--- src/hw/rtl/cmm_ram.sv ---
// Simple dual-port matrix store: one write port, one read port, registered read data.
// No dependencies.
module cmm_ram #(
    parameter int DEPTH  = 64,
    parameter int ADDR_W = 6,
    parameter int WIDTH  = 32
) (
    input  logic              i_clk,
    input  logic              i_we,
    input  logic [ADDR_W-1:0] i_waddr,
    input  logic [WIDTH-1:0]  i_wdata,
    input  logic [ADDR_W-1:0] i_raddr,
    output logic [WIDTH-1:0]  o_rdata
);

    logic [WIDTH-1:0] r_mem [DEPTH];
    logic [WIDTH-1:0] r_rdata;

    always_ff @(posedge i_clk) begin
        if (i_we) begin
            r_mem[i_waddr] <= i_wdata;
        end
    end

    always_ff @(posedge i_clk) begin
        r_rdata <= r_mem[i_raddr];
    end

    assign o_rdata = r_rdata;

endmodule

--- config.mk ---
export PLATFORM = sky130hd
export DESIGN_NAME = cmm_ram
export DESIGN_NICKNAME = d
export VERILOG_FILES = /design/src/hw/rtl/cmm_ram.sv
export SDC_FILE = /design/constraint.sdc
export NUM_CORES = 2
export LEC_CHECK = 0
export ABC_CLOCK_PERIOD_IN_PS = 3660
export BUFFER_PORTS_ARGS = -buffer_cell sky130_fd_sc_hd__clkbuf_2
export CORE_UTILIZATION = 57
export DETAILED_ROUTE_END_ITERATION = 16
export PLACE_DENSITY_LB_ADDON = 0.12
export RECOVER_POWER = 100
export SYNTH_ARGS = -nofsm -noshare
export SYNTH_HDL_FRONTEND = slang
export SYNTH_SLANG_ARGS = --single-unit
--- constraint.sdc ---
create_clock -name i_clk -period 3.66 [get_ports i_clk]
set_input_delay 0.366 -clock i_clk [delete_from_list [all_inputs] [get_ports i_clk]]
set_output_delay 0.366 -clock i_clk [all_outputs]
set_load 0.05 [all_outputs]
==> flow_summary.toml <==
[cts]
tritoncts = "yes"
cts_buffer_depth = 3
insertion_delay_ns = 0.82
post_cts_resized = 0
clk_pin_slew_worst_paths_ns = 0.06
cts.sink_count = 2080
clockRootBuffer = "clkbuf_16"
hold_buffers = 0
postCtsSetupBuffers = 0
numCtsBuffers = 202
ctsHtreeMaxLevel = 4

[finish]
layout.nets = 3658
fillCellCount = 8728
final_core_util_pct = 65.2
area_growth_pct = 13.1
mostFrequentLayoutCell = "edfxtp_1"
drive_gt1_share_pct = 28.2
instances_no_fill = 5564
finalInstanceArea_um2 = 88800
layout_common_cells = "edfxtp_1, mux4_2, clkbuf_16"

[routing]
wl_met2_um = 93900
dr.max_layer_used = "met5"
finalWirelength_um = 195000
drcViolationCount = 0
drtAntennaViolNets = 0
vias = 37500
drt_first_iter_violations = 4874
routedWlPerCell_um = 35.1
firstDrtPassIters = 6
wl_met3_um = 17600
m1WireLength_um = 78800
viasPerCell = 6.74

[floorplan]
core_area_um2 = 136000
die_area_um2 = 139000
die_x_um = 373
ios = 78
die_h_um = 373
start_util_pct = 57.7
placementRows = 135

[place]
pre_cts_slack_ns = 0.442
dp.cells = 5189
post_dp_cell_area_um2 = 82600
gp_congestion = 0.816
place_hpwl_um = 109000
numPortBuffers = 77

[sta]
setup_slack_ns = 0.635
drv_slew = 2796
max_freq_mhz = 331
rsz0062_at_grt = "no"
relSlewSlack_pct = -110
tightest_slew_ns = 3.15
fin_skew_ns = 0.0248
setup_viol = 0
tns_ns = 0
finalCritPeriodShare_pct = 82.7
fin_crit_ns = 3.03
finalHoldViolCount = 0

[setup_path]
cp_common_cell = "clkbuf_1"
arrival_ns = 3.38
crit_chain = "clkbuf_1 -> nor2b_1 -> nand4_1 -> nor2_4 -> clkbuf_1"
cp-end-kind = "register"
crit_slowest_cell = "clkbuf_1"
r2r_end = "o_rdata[27]"
cpPeakStageDelay_ns = 2.02
ff2ff_setup_slack_ns = 1.50
cp_data_required_time_ns = 4.01
rr_startpoint = "r_mem[31][27]"
path_delay_family = "buffers and inverters"
worstSetupPathType = "input port to register"
cp-start-kind = "input port"
path_buf_inv = 2
crit_fanout = 32
reg2regPathDepth = 4

[hold_path]
hp-start = "i_raddr[4]"
hold_class = "input port to register"
whs_path_depth = 5
min_to = "o_rdata[11]"

[yosys]
ys.flop_type = "edfxtp_1"
synth.distinct_cells = 34
seq_area_frac_synth_pct = 79.1
synth_seq_cells = 2080
syn_nets = 3370
synth-edff-count = 2048
netlist_area_um2 = 78500
synth_area_leaders = "edfxtp_1, mux4_2, mux2i_1"
async_flop_share_pct = 0
yosysTopAreaCell = "edfxtp_1"
netlist_instances = 3324
syn_avg_cell_area_um2 = 23.6
yosys_warnings = 0
synth_top_area_share_pct = 78.3

[global_route]
grt_pass1_wl_um = 277000
antenna_found_initial = 16
grt_max_degree = 65
grt_pass1_vias = 38400
grt_overflow = 0
track_usage_pct = 28.4

[run_status]
status = "finished, violations left"
violations = "max-capacitance violations, max-slew violations"

[flow_run]
maxCapViolCount = 63

[pwr]
p_comb_share_pct = 5.0
seq_power_share_pct = 53.1
p_clk_share_pct = 42.0
p_per_area_nw_per_um2 = 563
power.switching_uw = 10300
p_leak_uw = 0.0277
peakVddDrop_uv = 452
switching_share_pct = 20.7
intPower_uw = 39700
-- worst min-delay path, cell delays in order --
cell      delay (ns)
clkbuf_2        0.12
buf_4           0.21
a21oi_1         0.16
buf_4           0.12
nor2_1          0.03
-- power groups by stage --
| stage | clock [µW] | combinational (µW) | sequential [µW] |
|---|---|---|---|
| floorplan | 0 | 1280 | 27100 |
| global placement | 0 | 2490 | 27000 |
| detailed placement | 0 | 2550 | 27000 |
| CTS | 21200 | 2550 | 26500 |
| global route | 22200 | 2620 | 26500 |
| finish | 21000 | 2490 | 26500 |
-- how the worst max path moves through the flow --
| stage | start | end | slack [ns] | cells after the start |
|---|---|---|---|---|
| after detailed placement | i_raddr[1] | o_rdata[18] | 0.44 | 8 |
| after CTS | i_raddr[1] | o_rdata[18] | 1.32 | 8 |
| after global placement | i_raddr[1] | o_rdata[18] | 0.50 | 8 |
| final | i_we | r_mem[53][12] | 0.63 | 5 |
| after floorplan | i_waddr[3] | r_mem[48][0] | 0.13 | 4 |
| after global routing | i_we | r_mem[53][12] | 0.67 | 5 |
-- per-layer routing --
layer | vias to the layer above | track usage (%)
met5 | - | 0
met3 | 301 | 5.83
met2 | 1969 | 44.4
li1 | 14900 | -
met4 | 24 | 8.04
met1 | 20300 | 41.4
-- Yosys cell counts, types with 4 or more instances --
cell type	count
edfxtp_1	2048
mux4_2	544
nor2_1	137
mux2i_1	93
o22ai_1	84
clkbuf_1	74
a21oi_1	62
buf_2	57
dfxtp_1	32
o221ai_1	27
nand2_1	26
buf_4	25
buf_1	21
nor2b_1	15
a22oi_1	12
a311oi_1	8
nand2b_1	8
nor3_1	7
buf_6	5
nand3_1	5
nand3b_1	5
a41o_1	4
and3_1	4
o32ai_1	4
-- layout make-up --
cell class / count / area (µm²) / share of cell area [%]
diodes: 1 / 2.50 / 0.00282
clock buffers: 263 / 5530 / 6.23
clock inverters: 111 / 1190 / 1.35
multi-input cells: 1062 / 15900 / 17.9
flip-flops and latches: 2080 / 62100 / 70.0
well taps: 1781 / 2230 / 2.51
repair buffers: 266 / 1830 / 2.06
-- sequential cells by signal (all words and copies together) (netlist names) --
register	cells
r_mem	2048
o_rdata	32
-- cell families after synthesis --
family | share of synthesized area, %
compound gates | 1.67
flops | 79.1
buf+inv | 1.13
simple gates | 1.27
mux | 16.8
-- through the flow --
stage | hold WS [ns] | total power [µW]
2_1_floorplan | 0.465 | 28400
3_3_place_gp | 0.687 | 29500
3_5_place_dp | 0.741 | 29600
4_1_cts | 0.122 | 50300
5_1_grt | 0.232 | 51300
6_report | 0.251 | 50000
(Power assumes the default switching activity.)
