$ cat src/hw/rtl/cmm_pkg.sv
// Package for the complex Q16 matrix multiplier.
// Field widths, opcode and register codes, pipeline tag and result types.
// No dependencies.
package cmm_pkg;

    localparam int IDX_W   = 3;
    localparam int CNT_W   = 4;
    localparam int SHIFT_W = 5;
    localparam int DATA_W  = 16;
    localparam int WORD_W  = 32;
    localparam int CFG_IDX_W  = 2;
    localparam int CFG_DATA_W = 5;

    localparam logic [1:0] OP_LOAD_A  = 2'd0;
    localparam logic [1:0] OP_LOAD_B  = 2'd1;
    localparam logic [1:0] OP_COMPUTE = 2'd2;

    localparam logic [CFG_IDX_W-1:0] CFG_ROWS  = 2'd0;
    localparam logic [CFG_IDX_W-1:0] CFG_INNER = 2'd1;
    localparam logic [CFG_IDX_W-1:0] CFG_COLS  = 2'd2;
    localparam logic [CFG_IDX_W-1:0] CFG_SHIFT = 2'd3;

    // travels with each inner-product term through the datapath
    typedef struct packed {
        logic             first;
        logic             last;
        logic             zero;
        logic             elast;
        logic [IDX_W-1:0] row;
        logic [IDX_W-1:0] col;
    } t_tag;

    typedef struct packed {
        logic [IDX_W-1:0]         row;
        logic [IDX_W-1:0]         col;
        logic signed [DATA_W-1:0] re;
        logic signed [DATA_W-1:0] im;
        logic                     elast;
    } t_res;

endpackage

$ cat src/hw/rtl/cmm_mac.sv
// Complex multiply, per-product rounding shift and 32-bit accumulate pipeline.
// Depends on cmm_pkg; fed by the two cmm_ram read ports and the sequencer tag.
module cmm_mac (
    input  logic                          i_clk,
    input  logic                          i_rst_n,
    input  logic [cmm_pkg::SHIFT_W-1:0]   i_shift,
    input  logic [cmm_pkg::WORD_W-1:0]    i_rd_a,
    input  logic [cmm_pkg::WORD_W-1:0]    i_rd_b,
    input  logic                          i_tag_v,
    input  cmm_pkg::t_tag                 i_tag,
    output logic                          o_res_v,
    output cmm_pkg::t_res                 o_res
);
    import cmm_pkg::*;

    logic signed [DATA_W-1:0] w_ar, w_ai, w_br, w_bi;
    logic signed [WORD_W-1:0] r_prr, r_pii, r_pri, r_pir;
    logic signed [WORD_W-1:0] r_pr, r_pi;
    logic signed [WORD_W-1:0] r_qr, r_qi;
    logic signed [WORD_W-1:0] r_acc_re, r_acc_im;
    logic signed [WORD_W-1:0] n_acc_re, n_acc_im;
    logic [WORD_W-1:0]        w_rnd;
    logic                     r_v1, r_v2, r_v3, r_res_v;
    t_tag                     r_t1, r_t2, r_t3;
    t_res                     r_res;

    assign w_ar = i_rd_a[DATA_W-1:0];
    assign w_ai = i_rd_a[WORD_W-1:DATA_W];
    assign w_br = i_rd_b[DATA_W-1:0];
    assign w_bi = i_rd_b[WORD_W-1:DATA_W];

    assign w_rnd = (i_shift == '0) ? '0 : (WORD_W'(1) << (i_shift - SHIFT_W'(1)));

    always_comb begin
        n_acc_re = (r_t3.first ? '0 : r_acc_re) + (r_t3.zero ? '0 : r_qr);
        n_acc_im = (r_t3.first ? '0 : r_acc_im) + (r_t3.zero ? '0 : r_qi);
    end

    always_ff @(posedge i_clk) begin
        if (!i_rst_n) begin
            r_v1    <= 1'b0;
            r_v2    <= 1'b0;
            r_v3    <= 1'b0;
            r_res_v <= 1'b0;
        end else begin
            r_v1    <= i_tag_v;
            r_v2    <= r_v1;
            r_v3    <= r_v2;
            r_res_v <= r_v3 && r_t3.last;
        end
    end

    always_ff @(posedge i_clk) begin
        r_t1  <= i_tag;
        r_prr <= w_ar * w_br;
        r_pii <= w_ai * w_bi;
        r_pri <= w_ar * w_bi;
        r_pir <= w_ai * w_br;

        r_t2 <= r_t1;
        r_pr <= r_prr - r_pii;
        r_pi <= r_pri + r_pir;

        r_t3 <= r_t2;
        r_qr <= $signed(r_pr + w_rnd) >>> i_shift;
        r_qi <= $signed(r_pi + w_rnd) >>> i_shift;

        if (r_v3) begin
            r_acc_re <= n_acc_re;
            r_acc_im <= n_acc_im;
        end
        r_res.row   <= r_t3.row;
        r_res.col   <= r_t3.col;
        r_res.re    <= n_acc_re[DATA_W-1:0];
        r_res.im    <= n_acc_im[DATA_W-1:0];
        r_res.elast <= r_t3.elast;
    end

    assign o_res_v = r_res_v;
    assign o_res   = r_res;

endmodule

$ cat config.mk
export PLATFORM = sky130hd
export DESIGN_NAME = cmm_mac
export DESIGN_NICKNAME = d
export VERILOG_FILES = /design/src/hw/rtl/cmm_pkg.sv /design/src/hw/rtl/cmm_mac.sv
export SDC_FILE = /design/constraint.sdc
export NUM_CORES = 2
export LEC_CHECK = 0
export BUFFER_PORTS_ARGS = -buffer_cell sky130_fd_sc_hd__buf_2
export CORE_UTILIZATION = 40
export DETAILED_ROUTE_END_ITERATION = 10
export GPL_TIMING_DRIVEN = 0
export PLACE_DENSITY = 0.56
export SLEW_MARGIN = 40
export SYNTH_ARGS = -nofsm -noshare
export SYNTH_HDL_FRONTEND = slang
export SYNTH_SLANG_ARGS = --single-unit
export TNS_END_PERCENT = 20
$ cat constraint.sdc
create_clock -name i_clk -period 11.2 [get_ports i_clk]
set_input_delay 2.24 -clock i_clk [delete_from_list [all_inputs] [get_ports i_clk]]
set_output_delay 2.24 -clock i_clk [all_outputs]
set_load 0.02 [all_outputs]
==> flow_metrics.tcl <==
set metrics [dict create \
    cts-htree-levels 2 \
    multi_input_area_um2 45400 \
    cp.arrival_ns 10.02 \
    firstDrtPassIters 7 \
    n_fill_cell 14380 \
    rrSetupSlack_ns 6.68 \
    cp-start-kind "primary input" \
    final_net_count 8142 \
    dr_total_vias 45490 \
    r2r-start "r_pi[9]" \
    clk_pin_slew_ns 0.06 \
    skew_ns 0.04107 \
    cts_tree "done" \
    grt_antenna_before_repair 42 \
    syn_inst 6358 \
    register_area_um2 6910 \
    rows 139 \
    yosys.area.top_type_share_pct 36.48 \
    post-route-min-period_ns 9.469 \
    grt_max_degree 34 \
    drc_errors 0 \
    die_w_um 382.2 \
    maxCapViolCount 0 \
    synthesis.nets 7976 \
    worstHoldStart "r_t1[6]" \
    drt.antenna.violating_nets 0 \
    grtUsageTotal_pct 27.54 \
    postCtsHoldBufs 0 \
    crit_start "i_rd_b[15]" \
    async_reset_ff_share_pct 0 \
    hp-class "reg2reg" \
    slew_viol_final 0 \
    grt-ovfl-total 0 \
    yosys_warnings 0 \
    worstSetupPathType "in2reg" \
    syn_area_per_cell_um2 9.096 \
    area_growth_pct 8.539 \
    max_freq_mhz 105.6 \
    yosysTopAreaCell "fa_1" \
    worstMarginPinSlew_ns 1.005 \
    wl_um 197700 \
    status "complete, no violations" \
    gp_congestion 0.9694 \
    rsz0062_at_grt "no" \
    crit_required_ns 11.75 \
    synth_flop_cell "dfxtp_1" \
    ys_types 94 \
    setup_viol 0 \
    worst_setup_path_end_kind "flip-flop" \
    clk_latency_ns 0.66 \
    synth_area_um2 57830 \
    die_h_um 382.2 \
    grt_pass1_wl_um 297200 \
    final.setup.tns_ns 0 \
    drive_above_1_share_pct 5.946 \
    synthTopCellsByArea "fa_1 (36%), ha_1 (10%), dfxtp_1 (10%)" \
    initialDrtViolationCount 3575 \
    numClockSinks 329 \
    start_util_pct 40.31 \
    synth_edf_count 32 \
    io_pins 122 \
    root_buffer "clkbuf_16" \
    wire_per_inst_um 23.14 \
    via_per_inst 5.324 \
    yosysMostFrequentCell "inv_1" \
    clk_path_buf_depth 3 \
    core_area_um2 143500 \
    hold_violations 0 \
    dp_hpwl_um 162100 \
    relSlewSlack_pct 33.03 \
    synth_common_cells "inv_1 (1233), fa_1 (1054), nand2_1 (613)" \
    cts_setup_buffers 0 \
    ys_seq_area_share_pct 11.94 \
    path_max_fanout 11 \
    ys_ff_latch 329 \
    finalCritPeriodShare_pct 84.55 \
    cts_made_buffers 43 \
    cts.repair.resized 0 \
    port_buffers 118 \
    grt_pass1_vias 46140 \
    die_area_um2 146100 \
]
sequential cells by signal (all words and copies together) (netlist names), 10 cells and up:
register	count
r_t1	10
r_acc_re	16
r_t2	10
r_pir	32
r_pr	32
r_pi	32
r_prr	32
r_pri	32
r_t3	10
r_pii	32
r_acc_im	16
r_qr	16
o_res	39
r_qi	16
layout by cell type (no fill, tap or decap), types with 121 or more instances in the layout:
master    count
nand2_1     613
and2_1      514
ha_1        482
xnor2_1     206
clkbuf_1    186
dfxtp_1     296
nor2_1      264
a21oi_1     228
fa_1       1054
buf_2       121
o21ai_0     126
inv_1      1233
worst max-delay path, cell delays in order:
cell and delay, ns:
buf_2 0.42, clkinv_1 0.59, clkbuf_2 0.56, nor2_1 0.25, fa_1 0.46, fa_1 0.52
fa_1 0.43, fa_1 0.47, fa_1 0.49, inv_1 0.05, fa_1 0.48, inv_1 0.04
ha_1 0.36, a211o_1 0.30, nor2_1 0.16, and4b_1 0.21, o21ai_0 0.33, nand3_1 0.31
a41oi_1 0.24, o31a_1 0.35, o21ai_0 0.29, o21bai_1 0.12, a21oi_1 0.19, xnor2_1 0.13
layout make-up:
cell class / count / area share, %
Tap cell: 1903 / 3.793
Timing Repair Buffer: 121 / 0.9787
Multi-Input combinational cell: 4518 / 72.32
Sequential cell: 329 / 11.01
Antenna cell: 82 / 0.3269
Buffer: 274 / 1.804
Clock inverter: 25 / 0.4724
Clock buffer: 55 / 1.900
Inverter: 1237 / 7.397
metal layers:
layer | wire, um | up-vias | global-route usage [%]
li1 | - | 20300 | -
met1 | 85070 | 23130 | 38.07
met2 | 83700 | 1744 | 40.82
met3 | 16690 | 317 | 5.196
met4 | 12180 | 8 | 14.46
met5 | 46 | - | 0
final timing paths:
path / to / cells after the start
min reg2reg: r_t2[6] / 0
max reg2reg: r_qi[14] / 11
max: r_pir[31] / 24
min: r_t2[6] / 0
logic make-up after synthesis:
family	Yosys count	synth area share, %
AOI/OAI and AO/OA	827	9.677
xor gates and xnor gates	277	4.208
adders and majority gates	1536	46.91
buffers and inverters	1511	9.809
DFF	329	11.94
muxes	103	2.200
and+or+nand+nor	1775	15.25
through the flow:
step	worst slack, ns	hold slack (ns)	util [%]	area (um^2)	instances
floorplan	2.946	0.3096	-	57830	6358
detailed placement	1.191	0.3121	42.55	61050	8382
CTS	1.823	0.3254	43.59	62540	8462
finish	1.731	0.3246	43.75	62770	8544
global placement	0.8293	0.3101	42.38	60810	8379
global route	1.484	0.3312	43.72	62730	8525
Power is not shown: default switching activity piles up to over one toggle a cycle in this logic, so the estimate is an artifact.
